<file path="config.mk">
export PLATFORM = sky130hd
export DESIGN_NAME = escaped_tx16_frame_encoder_top_flat
export DESIGN_NICKNAME = d
export VERILOG_FILES = /design/src/rtl/etf_pkg.sv /design/src/rtl/etf_if.sv /design/src/rtl/escaped_tx16_frame_encoder_top.sv /design/src/rtl/etf_front.sv /design/src/rtl/etf_queue.sv /design/src/rtl/etf_back.sv /design/src/flat_wrapper.sv
export SDC_FILE = /design/constraint.sdc
export NUM_CORES = 1
export LEC_CHECK = 0
export BUFFER_PORTS_ARGS = -buffer_cell sky130_fd_sc_hd__buf_2
export CAP_MARGIN = 5
export CORE_MARGIN = 10
export CORE_UTILIZATION = 33
export CTS_CLUSTER_SIZE = 24
export DETAILED_ROUTE_END_ITERATION = 16
export SYNTH_ARGS = -nofsm -noshare
export SYNTH_HDL_FRONTEND = slang
export SYNTH_SLANG_ARGS = --single-unit
export TNS_END_PERCENT = 100
</file>
<file path="constraint.sdc">
create_clock -name clk -period 10 [get_ports clk]
set_input_delay 1.5 -clock clk [delete_from_list [all_inputs] [get_ports clk]]
set_output_delay 1.5 -clock clk [all_outputs]
set_load 0.02 [all_outputs]
</file>
<file path="src/rtl/etf_pkg.sv">
// Shared constants, types and helpers of the escaped transmit-16 frame encoder.
`default_nettype none
package etf_pkg;

  localparam logic [7:0] FrameStart = 8'h7E;
  localparam logic [7:0] EscByte    = 8'h7D;
  localparam logic [7:0] XonByte    = 8'h11;
  localparam logic [7:0] XoffByte   = 8'h13;
  localparam logic [7:0] EscXor     = 8'h20;
  localparam logic [7:0] CmdTx16    = 8'h01;
  localparam logic [7:0] LenHigh    = 8'h00;
  localparam logic [7:0] PayloadLen = 8'h10;
  localparam logic [7:0] ChkBase    = 8'hFF;

  localparam int NumPay = 16;

  // Byte positions inside a frame, before escaping.
  localparam int          IdxW     = 5;
  localparam logic [IdxW-1:0] IdxStart = 5'd0;
  localparam logic [IdxW-1:0] IdxLenHi = 5'd1;
  localparam logic [IdxW-1:0] IdxLenLo = 5'd2;
  localparam logic [IdxW-1:0] IdxPay0  = 5'd3;
  localparam logic [IdxW-1:0] IdxChk   = 5'd19;

  localparam int              QPtrW  = 1;
  localparam int              QCntW  = 2;
  localparam logic [QCntW-1:0] QDepth = 2'd2;

  localparam int CfgIdxW = 1;

  typedef enum logic [CfgIdxW-1:0] {
    CFG_FRAME_ID   = 1'b0,
    CFG_TX_OPTIONS = 1'b1
  } cfg_reg_t;

  typedef struct packed {
    logic [NumPay-1:0][7:0] pay;   // pay[0] goes out first
    logic [NumPay-1:0]      esc;   // byte needs an escape pair
  } frame_t;

  typedef struct packed {
    logic full;
    logic empty;
  } q_stat_t;

  function automatic logic must_escape(input logic [7:0] b);
    return (b == FrameStart) || (b == EscByte) || (b == XonByte) || (b == XoffByte);
  endfunction

endpackage
`default_nettype wire

</file>
<file path="src/rtl/etf_if.sv">
// Valid/ready channel interfaces for message input and byte output.
`default_nettype none
interface etf_in_if;
  logic        valid;
  logic        ready;
  logic [15:0] dest_addr;
  logic [7:0]  header_byte;
  logic [7:0]  first_type;
  logic [31:0] first_value;
  logic [7:0]  second_type;
  logic [31:0] second_value;

  modport source (output valid, dest_addr, header_byte, first_type, first_value,
                  second_type, second_value, input ready);
  modport sink   (input valid, dest_addr, header_byte, first_type, first_value,
                  second_type, second_value, output ready);
endinterface

interface etf_out_if;
  logic       valid;
  logic       ready;
  logic [7:0] out_byte;
  logic       frame_end;

  modport source (output valid, out_byte, frame_end, input ready);
  modport sink   (input valid, out_byte, frame_end, output ready);
endinterface
`default_nettype wire

</file>
<file path="src/rtl/escaped_tx16_frame_encoder_top.sv">
// Top level of the escaped transmit-16 API frame encoder.
// Each accepted message becomes one frame of 20 to 36 output beats: delimiter, two length
// bytes, 16 payload bytes and the checksum, with payload and checksum bytes escaped as
// needed; frame_end marks the final beat. The serializer emits one beat per cycle while the
// output accepts beats. Messages are accepted into a two-frame queue; the frame being
// serialized keeps its slot until its last beat is issued, so one more message can be
// taken while the serializer is busy or the output is stalled. frame_id and tx_options
// are sampled when a message is accepted.
`default_nettype none
module escaped_tx16_frame_encoder_top (
  input  wire logic                        clk,
  input  wire logic                        rst_n,
  etf_in_if.sink                           in_chan,
  etf_out_if.source                        out_chan,
  input  wire logic                        cfg_we,
  input  wire logic [etf_pkg::CfgIdxW-1:0] cfg_idx,
  input  wire logic [7:0]                  cfg_wdata
);

  etf_pkg::q_stat_t q_stat;
  etf_pkg::frame_t  push_data;
  etf_pkg::frame_t  head;
  logic             push;
  logic             pop;

  etf_front u_front (
    .clk       (clk),
    .rst_n     (rst_n),
    .in_chan   (in_chan),
    .cfg_we    (cfg_we),
    .cfg_idx   (cfg_idx),
    .cfg_wdata (cfg_wdata),
    .q_stat    (q_stat),
    .push      (push),
    .push_data (push_data)
  );

  etf_queue u_queue (
    .clk       (clk),
    .rst_n     (rst_n),
    .push      (push),
    .push_data (push_data),
    .pop       (pop),
    .q_stat    (q_stat),
    .head      (head)
  );

  etf_back u_back (
    .clk      (clk),
    .rst_n    (rst_n),
    .q_stat   (q_stat),
    .head     (head),
    .pop      (pop),
    .out_chan (out_chan)
  );

endmodule
`default_nettype wire

</file>
<file path="src/rtl/etf_front.sv">
// Front end: config registers, message accept, payload assembly and escape marking.
`default_nettype none
module etf_front (
  input  wire logic                        clk,
  input  wire logic                        rst_n,
  etf_in_if.sink                           in_chan,
  input  wire logic                        cfg_we,
  input  wire logic [etf_pkg::CfgIdxW-1:0] cfg_idx,
  input  wire logic [7:0]                  cfg_wdata,
  input  wire etf_pkg::q_stat_t            q_stat,
  output logic                             push,
  output etf_pkg::frame_t                  push_data
);

  logic [7:0] frame_id_r;
  logic [7:0] tx_options_r;
  logic [etf_pkg::NumPay-1:0][7:0] pay;

  always_ff @(posedge clk) begin
    if (!rst_n) begin
      frame_id_r   <= 8'h01;
      tx_options_r <= 8'h00;
    end else if (cfg_we) begin
      unique case (cfg_idx)
        etf_pkg::CFG_FRAME_ID:   frame_id_r   <= cfg_wdata;
        etf_pkg::CFG_TX_OPTIONS: tx_options_r <= cfg_wdata;
        default: ;
      endcase
    end
  end

  assign in_chan.ready = !q_stat.full;
  assign push          = in_chan.valid && !q_stat.full;

  always_comb begin
    pay[0]  = etf_pkg::CmdTx16;
    pay[1]  = frame_id_r;
    pay[2]  = in_chan.dest_addr[15:8];
    pay[3]  = in_chan.dest_addr[7:0];
    pay[4]  = tx_options_r;
    pay[5]  = in_chan.header_byte;
    pay[6]  = in_chan.first_type;
    pay[7]  = in_chan.first_value[31:24];
    pay[8]  = in_chan.first_value[23:16];
    pay[9]  = in_chan.first_value[15:8];
    pay[10] = in_chan.first_value[7:0];
    pay[11] = in_chan.second_type;
    pay[12] = in_chan.second_value[31:24];
    pay[13] = in_chan.second_value[23:16];
    pay[14] = in_chan.second_value[15:8];
    pay[15] = in_chan.second_value[7:0];
  end

  always_comb begin
    push_data.pay = pay;
    for (int i = 0; i < etf_pkg::NumPay; i++) begin
      push_data.esc[i] = etf_pkg::must_escape(pay[i]);
    end
  end

endmodule
`default_nettype wire

</file>
<file path="src/rtl/etf_queue.sv">
// Two-entry frame queue between front end and serializer.
`default_nettype none
module etf_queue (
  input  wire logic              clk,
  input  wire logic              rst_n,
  input  wire logic              push,
  input  wire etf_pkg::frame_t   push_data,
  input  wire logic              pop,
  output etf_pkg::q_stat_t       q_stat,
  output etf_pkg::frame_t        head
);

  etf_pkg::frame_t mem [2**etf_pkg::QPtrW];

  logic [etf_pkg::QPtrW-1:0] wr_ptr_r, wr_ptr_nxt;
  logic [etf_pkg::QPtrW-1:0] rd_ptr_r, rd_ptr_nxt;
  logic [etf_pkg::QCntW-1:0] count_r, count_nxt;

  assign q_stat.full  = (count_r == etf_pkg::QDepth);
  assign q_stat.empty = (count_r == '0);
  assign head         = mem[rd_ptr_r];

  always_comb begin
    wr_ptr_nxt = push ? wr_ptr_r + 1'b1 : wr_ptr_r;
    rd_ptr_nxt = pop  ? rd_ptr_r + 1'b1 : rd_ptr_r;
    count_nxt  = count_r;
    if (push && !pop) begin
      count_nxt = count_r + 1'b1;
    end else if (pop && !push) begin
      count_nxt = count_r - 1'b1;
    end
  end

  always_ff @(posedge clk) begin
    if (push) begin
      mem[wr_ptr_r] <= push_data;
    end
  end

  always_ff @(posedge clk) begin
    if (!rst_n) begin
      wr_ptr_r <= '0;
      rd_ptr_r <= '0;
      count_r  <= '0;
    end else begin
      wr_ptr_r <= wr_ptr_nxt;
      rd_ptr_r <= rd_ptr_nxt;
      count_r  <= count_nxt;
    end
  end

`ifndef SYNTHESIS
  a_cnt_bound: assert property (@(posedge clk) disable iff (!rst_n)
    count_r <= etf_pkg::QDepth)
    else $error("queue count above depth");
  a_no_overflow: assert property (@(posedge clk) disable iff (!rst_n)
    !(push && q_stat.full))
    else $error("push into full queue");
  a_no_underflow: assert property (@(posedge clk) disable iff (!rst_n)
    !(pop && q_stat.empty))
    else $error("pop from empty queue");
`endif

endmodule
`default_nettype wire

</file>
<file path="src/rtl/etf_back.sv">
// Serializer: walks the head frame byte by byte, escapes, sums and appends the checksum.
`default_nettype none
module etf_back (
  input  wire logic              clk,
  input  wire logic              rst_n,
  input  wire etf_pkg::q_stat_t  q_stat,
  input  wire etf_pkg::frame_t   head,
  output logic                   pop,
  etf_out_if.source              out_chan
);

  logic [etf_pkg::IdxW-1:0] idx_r, idx_nxt;
  logic                     esc_r, esc_nxt;
  logic [7:0]               sum_r, sum_nxt;
  logic                     out_vld_r, out_vld_nxt;
  logic [7:0]               out_byte_r, out_byte_nxt;
  logic                     out_end_r, out_end_nxt;

  logic [etf_pkg::IdxW-1:0] pay_sel;
  logic [7:0]               raw;
  logic                     need_esc;
  logic                     is_pay;
  logic                     last;
  logic                     advance;

  assign pay_sel = idx_r - etf_pkg::IdxPay0;
  assign is_pay  = (idx_r >= etf_pkg::IdxPay0) && (idx_r < etf_pkg::IdxChk);

  always_comb begin
    raw      = etf_pkg::ChkBase - sum_r;
    need_esc = 1'b0;
    unique case (idx_r)
      etf_pkg::IdxStart: raw = etf_pkg::FrameStart;
      etf_pkg::IdxLenHi: raw = etf_pkg::LenHigh;
      etf_pkg::IdxLenLo: raw = etf_pkg::PayloadLen;
      etf_pkg::IdxChk: begin
        raw      = etf_pkg::ChkBase - sum_r;
        need_esc = etf_pkg::must_escape(raw);
      end
      default: begin
        raw      = head.pay[pay_sel[3:0]];
        need_esc = head.esc[pay_sel[3:0]];
      end
    endcase
  end

  assign advance = !q_stat.empty && (!out_vld_r || out_chan.ready);
  assign last    = (idx_r == etf_pkg::IdxChk) && (esc_r || !need_esc);
  assign pop     = advance && last;

  always_comb begin
    idx_nxt      = idx_r;
    esc_nxt      = esc_r;
    sum_nxt      = sum_r;
    out_vld_nxt  = out_vld_r && !out_chan.ready;
    out_byte_nxt = out_byte_r;
    out_end_nxt  = out_end_r;
    if (advance) begin
      out_vld_nxt = 1'b1;
      out_end_nxt = last;
      if (esc_r) begin
        out_byte_nxt = raw ^ etf_pkg::EscXor;
      end else if (need_esc) begin
        out_byte_nxt = etf_pkg::EscByte;
      end else begin
        out_byte_nxt = raw;
      end

      if (!esc_r && need_esc) begin
        esc_nxt = 1'b1;
      end else begin
        esc_nxt = 1'b0;
        if (is_pay) begin
          sum_nxt = sum_r + raw;
        end
        if (last) begin
          idx_nxt = etf_pkg::IdxStart;
          sum_nxt = '0;
        end else begin
          idx_nxt = idx_r + 1'b1;
        end
      end
    end
  end

  always_ff @(posedge clk) begin
    if (!rst_n) begin
      idx_r     <= etf_pkg::IdxStart;
      esc_r     <= 1'b0;
      sum_r     <= '0;
      out_vld_r <= 1'b0;
    end else begin
      idx_r     <= idx_nxt;
      esc_r     <= esc_nxt;
      sum_r     <= sum_nxt;
      out_vld_r <= out_vld_nxt;
    end
  end

  always_ff @(posedge clk) begin
    out_byte_r <= out_byte_nxt;
    out_end_r  <= out_end_nxt;
  end

  assign out_chan.valid     = out_vld_r;
  assign out_chan.out_byte  = out_byte_r;
  assign out_chan.frame_end = out_end_r;

`ifndef SYNTHESIS
  a_idx_bound: assert property (@(posedge clk) disable iff (!rst_n)
    idx_r <= etf_pkg::IdxChk)
    else $error("byte index past checksum");
  a_esc_range: assert property (@(posedge clk) disable iff (!rst_n)
    esc_r |-> (idx_r >= etf_pkg::IdxPay0))
    else $error("escape pending on an unescaped header byte");
  a_esc_lead: assert property (@(posedge clk) disable iff (!rst_n)
    esc_r |-> (out_vld_r && (out_byte_r == etf_pkg::EscByte) && !out_end_r))
    else $error("escape second half without a lead byte in the output stage");
  a_end_restart: assert property (@(posedge clk) disable iff (!rst_n)
    pop |=> (idx_r == etf_pkg::IdxStart) && !esc_r && (sum_r == '0))
    else $error("frame end did not restart the serializer");
`endif

endmodule
`default_nettype wire
</file>
<file path="src/flat_wrapper.sv">
// flat-port wrapper written by rule: the top's interface ports become plain ports
module escaped_tx16_frame_encoder_top_flat 
  (clk, rst_n, cfg_we, cfg_idx, cfg_wdata, in_chan_valid, in_chan_dest_addr, in_chan_header_byte, in_chan_first_type, in_chan_first_value, in_chan_second_type, in_chan_second_value, in_chan_ready, out_chan_valid, out_chan_out_byte, out_chan_frame_end, out_chan_ready);
  etf_in_if in_chan_i ();
  etf_out_if out_chan_i ();
  input  wire logic clk;
  input  wire logic rst_n;
  input  wire logic cfg_we;
  input  wire logic [etf_pkg::CfgIdxW-1:0] cfg_idx;
  input  wire logic [7:0] cfg_wdata;
  input wire logic [$bits(in_chan_i.valid)-1:0] in_chan_valid;
  input wire logic [$bits(in_chan_i.dest_addr)-1:0] in_chan_dest_addr;
  input wire logic [$bits(in_chan_i.header_byte)-1:0] in_chan_header_byte;
  input wire logic [$bits(in_chan_i.first_type)-1:0] in_chan_first_type;
  input wire logic [$bits(in_chan_i.first_value)-1:0] in_chan_first_value;
  input wire logic [$bits(in_chan_i.second_type)-1:0] in_chan_second_type;
  input wire logic [$bits(in_chan_i.second_value)-1:0] in_chan_second_value;
  output wire logic [$bits(in_chan_i.ready)-1:0] in_chan_ready;
  output wire logic [$bits(out_chan_i.valid)-1:0] out_chan_valid;
  output wire logic [$bits(out_chan_i.out_byte)-1:0] out_chan_out_byte;
  output wire logic [$bits(out_chan_i.frame_end)-1:0] out_chan_frame_end;
  input wire logic [$bits(out_chan_i.ready)-1:0] out_chan_ready;
  assign in_chan_i.valid = in_chan_valid;
  assign in_chan_i.dest_addr = in_chan_dest_addr;
  assign in_chan_i.header_byte = in_chan_header_byte;
  assign in_chan_i.first_type = in_chan_first_type;
  assign in_chan_i.first_value = in_chan_first_value;
  assign in_chan_i.second_type = in_chan_second_type;
  assign in_chan_i.second_value = in_chan_second_value;
  assign in_chan_ready = in_chan_i.ready;
  assign out_chan_valid = out_chan_i.valid;
  assign out_chan_out_byte = out_chan_i.out_byte;
  assign out_chan_frame_end = out_chan_i.frame_end;
  assign out_chan_i.ready = out_chan_ready;
  escaped_tx16_frame_encoder_top u_core (.clk(clk), .rst_n(rst_n), .in_chan(in_chan_i), .out_chan(out_chan_i), .cfg_we(cfg_we), .cfg_idx(cfg_idx), .cfg_wdata(cfg_wdata));
endmodule
</file>
* Word-level counts from Yosys, hierarchy flattened *
Memories as Yosys holds them, arrays and structs flattened. A register that Yosys moved wholly into a read port is not among the register bits.
Cells that the tools add are included.

word-level totals
  bits of input ports = 118
  RAM bits = 270
  flip-flop bits (word level) = 44
  logic and storage cells = 189
  output and inout port bits = 11
  memories kept = 1

cells by class
  mux-type cells = 19
  equality and inequality tests = 68
  reductions and logical operators = 76
  order comparisons = 3
  $add $sub $neg = 8
  bitwise operators = 3

memories
  memory              words  bits a word  rd ports  clocked after Yosys merged registers in  wr ports  RTL line         RTL
  u_core.u_queue.mem  2      135          1         1                                        1         etf_queue.sv:13  etf_pkg::frame_t mem [2**etf_pkg::QPtrW];

operators with widths
  kind                 number
  $eq 8x5->1 const B   32
  $eq 8x7->1 const B   32
  $logic_or 1x1->1     50
  $mux 8               5
  $bmux 8 s4           1
  $pmux 8 s4           1
  $logic_and 1x1->1    9
  $add 8x8->8          1
  $logic_not 1->1      8
  $sub 8x8->8 const A  1
  $mux 1               7
  $reduce_and 2->1     3
  $add 5x1->5 const B  1
  $eq 5x1->1 const B   1
  $eq 5x2->1 const B   1
  $eq 5x5->1 const B   1
  $ge 5x2->1 const B   1
  $logic_not 5->1      1
  $lt 4x5->1 const B   1
  $lt 5x5->1 const B   1
  $mux 5               1
  $bmux 1 s4           1
  $mux 2               2
  $reduce_bool 2->1    2
  other kinds (10)     13

* Longest topological paths before layout *
  depth after elaboration = 13
  mapped depth = 20

* Cells and area by module *
Synthesis repeated with hierarchy kept, for this count alone.

second synthesis, totals
  cell total of the unflattened synthesis = 1000
  area total of the unflattened synthesis = 15857.7 µm²

by module, submodules not included
  module     times used  area an instance (µm²)  cells an instance
  etf_queue  1           10841.6                 470
  etf_back   1           2783.9                  240
  etf_front  1           2232.1                  290

* Least setup slack after synthesis *
OpenSTA, ideal clock, no wires.

  path kind = input port to flip-flop
  start point = in in_chan_valid
  end point = mem u_core.u_queue.mem[0][0] in the netlist's numbering (enable)
  stages = 2
  setup slack = 2167 ps
  path buffers = 0
  arrival time = 7202 ps
  data required time = 9369 ps
  cells stage by stage = nand2_1 > nor2_1

between the ends
  longest elaborated chain between the ends = 3

ends and longest elaborated chain
  item                          RTL line            RTL
  from (decl)                   flat_wrapper.sv:11  input wire logic [$bits(in_chan_i.valid)-1:0] in_chan_valid;
  $logic_and 1x1->1             etf_front.sv:33     assign push = in_chan.valid && !q_stat.full;
  $mux 1                        etf_queue.sv:35     if (push) begin
  $mux 1 (not written as such)  etf_queue.sv:36     mem[wr_ptr_r] <= push_data;
  to (decl)                     etf_queue.sv:13

Every way passes these cells.

* Worst setup path in the final report *
  start point = reg u_core.u_back.idx_r[0] in the netlist's numbering
  end point = reg u_core.u_back.sum_r[6]

between the ends
  longest elaborated chain between the ends = 9
  elaborated cells on any way between the ends = 25

ends and longest elaborated chain
  item                                                 RTL line        RTL
  from (decl)                                          etf_back.sv:12  logic [etf_pkg::IdxW-1:0] idx_r, idx_nxt;
  from (signal assigned)                               etf_back.sv:88  idx_r <= etf_pkg::IdxStart;
  from (signal assigned)                               etf_back.sv:93  idx_r <= idx_nxt;
  branches (longest 9 deep; another with $add 8x8->8)  --
  to (signal assigned)                                 etf_back.sv:95  sum_r <= sum_nxt;
  to (decl)                                            etf_back.sv:14  logic [7:0] sum_r, sum_nxt;

Parallel ways; which one is timed is not known. The select of a mux whose other input is x is not followed.
A chain may end at the register's enable or synchronous reset.

==> results.tsv <==
metric	value	unit
status	complete, no violations	
Crit path top cell by count	a21oi_1	
largest area contributor in the synthesized netlist	edfxtp_1	
critical-path cell list	buf_4 > inv_1 > ha_1 > or2_0 > a2111oi_0 > a2111oi_0 > a21oi_1 > o22ai_1 > ha_1 > fa_1 > a21o_1 > a21oi_1 > o21bai_1 > a21oi_1 > xor2_1 > or4_1 > a21oi_1	
Async SR Flop Fraction	0	
Crit Path Class	reg -> reg	
skew final	0.0177	ns
hpwl dp	22700	um
clk_lat worst skew	0.51	ns
Post-DRT Antenna Nets	0	
post-synthesis simple-gate area fraction	0.0789	
Avg Cell Area, Syn	16.4	um^2
final worst slack	4.51	ns
worst hold path depth	0	
R2R Setup Slk	4.51	ns
number of global-route vias before repair	7837	
pin count of the biggest net entering global routing	81	
Residual DRC	0	
CP endpoint	u_core.u_back.sum_r[6]	
Max Fclk	182	MHz
final hold viol count	0	
Worst EP required	10.40	ns
Critical R2R Launch	u_core.u_back.idx_r[0]	
Mapped Area	13300	um^2
Die ar.	48900	um^2
Synth area leaders	edfxtp_1, mux4_2, dfxtp_1	
Rel. slew slack	0.276	
register bit total from synthesis	315	
Starting Density	0.335	
clk sinks	315	
Die Span X	221	um
Slowest-stage cell, CP	buf_4	
Worst path depth	17	
CTS tree	done	
die height	221	um
setup bufs post-CTS	0	
reg2reg end	u_core.u_back.sum_r[6]	
CP peak stage delay	0.66	ns
final wirelength	32300	um
XOR/XNOR Fraction of Synth Area	0.0103	
critical-path maximum fanout	50	
synth warn	0	
minimum clock period	5.49	ns
post-synthesis adder-cell area fraction	0.0128	
share of the synthesized area in the top cell type	0.628	
DR vias/cell	5.20	
Finish-stage setup viols	0	
Initial DRC Count	640	
Leak	5.17	nW
power per cell area	217	nW/um^2
pre-CTS setup slack	4.60	ns
maxcap violations	0	
fraction of synthesized area in multiplexers	0.134	
Layout Nets	1078	
fin. max-slew vios	0	
Post-synth EDFFs	279	
Setup TNS Final	0	ns
RSZ-0062 raised after global routing	false	
number of hold buffers added after cts	0	
Post-Synthesis Cells	813	
slew of the pin with the lowest slew margin	1.09	ns
ys flop type	edfxtp_1	
TritonCTS buffer count	34	
Row Count	73	
delay-heaviest family, CP	compound AO/OA/AOI/OAI gates	
crit path from	u_core.u_back.idx_r[0]	
first-pass GRT wire length	48600	um
total track usage	0.127	
Root Driver	clkbuf_16	
GRT Residual Overflow	0	
syn_nets	944	
I/O pin total	129	
Power Total	3.37	mW
FF-to-FF path depth	17	
GPL Wtd Cong	0.810	
Tcrit/Tclk final	0.549	
cts repair resizes	0	
layout cells sized above 1	0.267	
Pre-antenna DRT Iters	5	
Worst setup EP type	flop	
WP data arrival	5.90	ns
CTS max path bufs	3	
CP Buf/Inv Count	2	
complex-gate fraction of the synthesized area	0.0629	
Via Count	7776	
clock transition at the registers of the reported paths	0.06	ns
Routed wire per std cell	21.6	um
initial antenna violation count	1	
post-synthesis sequential area ratio	0.682	
Worst Setup Start Kind	flop	
synth unique cells	64	
HP Class	reg -> reg	
CORE AREA	39800	um^2
worst vdd ir	121	uV
H-tree levels	2	
buffers added on ports	128	
largest family of logic cells by synthesized area	multiplexers	
area grow syn2layout	16.5	%
per-stage QoR:
step                      instances  hold slack [ns]   util  instance area [um^2]
after floorplan                 813            0.439      -                 13300
after global placement         1436            0.475  0.364                 14500
after detailed placement       1436            0.480  0.364                 14500
after CTS                      1493            0.488  0.390                 15500
after global routing           1494            0.506  0.390                 15500
final                          1494            0.492  0.390                 15500
synthesized netlist by cell type (3+ instances only):
library cell / count
a31oi_1: 3
o31ai_1: 4
nand4_1: 18
buf_2: 5
a21o_1: 3
a221oi_1: 3
edfxtp_1: 279
nor4b_1: 15
nor2_1: 39
or3_1: 5
mux4_1: 16
inv_1: 7
mux2_2: 15
dfxtp_1: 36
buf_4: 3
xnor2_1: 4
nand3_1: 15
mux4_2: 47
a21oi_1: 71
o21ai_1: 5
mux2i_1: 14
nand2b_1: 6
or4_1: 10
buf_6: 5
clkbuf_1: 21
xor2_1: 8
nand2_1: 46
nor2b_1: 7
o22ai_1: 3
o21ai_0: 20
nor4_1: 15
o221ai_1: 3
ha_1: 12
nor3_1: 6
and3_1: 3
worst min path at each step:
| stage | from | endpoint | slack [ns] |
|---|---|---|---|
| 2_1_floorplan | u_core.u_front.frame_id_r[4] | u_core.u_queue.mem[0][19] | 0.44 |
| 3_3_place_gp | u_core.u_front.frame_id_r[4] | u_core.u_queue.mem[1][19] | 0.48 |
| 3_5_place_dp | u_core.u_front.frame_id_r[7] | u_core.u_queue.mem[0][22] | 0.48 |
| 4_1_cts | u_core.u_front.frame_id_r[4] | u_core.u_queue.mem[0][19] | 0.49 |
| 5_1_grt | u_core.u_front.frame_id_r[4] | u_core.u_queue.mem[0][19] | 0.51 |
| 6_report | u_core.u_front.frame_id_r[4] | u_core.u_queue.mem[0][19] | 0.49 |
report_power, final:
group / switching, mW / internal (mW)
Combinational: 0.339 / 0.205
Sequential: 0.0446 / 1.58
Clock: 0.493 / 0.707
Total: 0.877 / 2.49
layout make-up:
type | instances | area [um^2]
fillers | 3772 | 24300
flip-flops and latches | 315 | 9100
multi-input cells | 453 | 4010
clock buffers | 43 | 885
repair buffers | 135 | 693
well taps | 525 | 657
clock inverters | 14 | 169
inverters | 8 | 30.0
diodes | 1 | 2.50
registers in the layout, summed over array words and instances (netlist names), named ones only:
| name | cells |
|---|---|
| u_core.u_back.esc_r | 1 |
| u_core.u_queue.mem | 270 |
| u_core.u_queue.rd_ptr_r | 1 |
| u_core.u_queue.wr_ptr_r | 1 |
| u_core.u_back.sum_r | 8 |
| u_core.u_front.frame_id_r | 8 |
| u_core.u_back.idx_r | 5 |
| u_core.u_back.out_chan.out_byte | 8 |
| u_core.u_front.tx_options_r | 8 |
| u_core.u_back.out_chan.valid | 1 |
| u_core.u_queue.count_r | 2 |
| u_core.u_back.out_chan.frame_end | 1 |
placed cells by master, fill, tap and decap left out, types with 5 or more instances in the layout:
master	instances
mux2_2	15
o21ai_1	5
or4_1	10
buf_4	7
mux2i_1	14
or3_1	5
mux4_1	16
nor3_1	6
xor2_1	7
clkinv_2	5
nand2_1	46
nand4_1	18
nand3_1	15
nor2_1	38
clkbuf_16	34
mux4_2	47
clkbuf_1	9
nand2b_1	6
nor4b_1	15
dfxtp_1	34
nor2b_1	7
nor4_1	15
inv_1	7
o21ai_0	20
ha_1	12
edfxtp_1	279
a21oi_1	71
buf_2	128
logic make-up (layout without fill, tap and decap cells):
| kind of cell | Yosys count | after routing |
|---|---|---|
| flops | 315 | 315 |
| simple gates | 196 | 196 |
| compound gates | 138 | 138 |
| mux | 92 | 92 |
| buf+inv | 45 | 200 |
| xor+xnor | 14 | 14 |
| fa+ha+maj | 13 | 13 |
| other cells | 0 | 1 |
routing by layer:
| layer | global-route usage | up-vias | part of all wire |
|---|---|---|---|
| li1 | - | 3575 | - |
| met1 | 0.173 | 3938 | 0.46 |
| met2 | 0.204 | 228 | 0.48 |
| met3 | 0.0268 | 35 | 0.052 |
| met4 | 0.0269 | 0 | 0.014 |
| met5 | 0 | - | 0 |
Note: power is estimated with default switching activity, not from simulation.
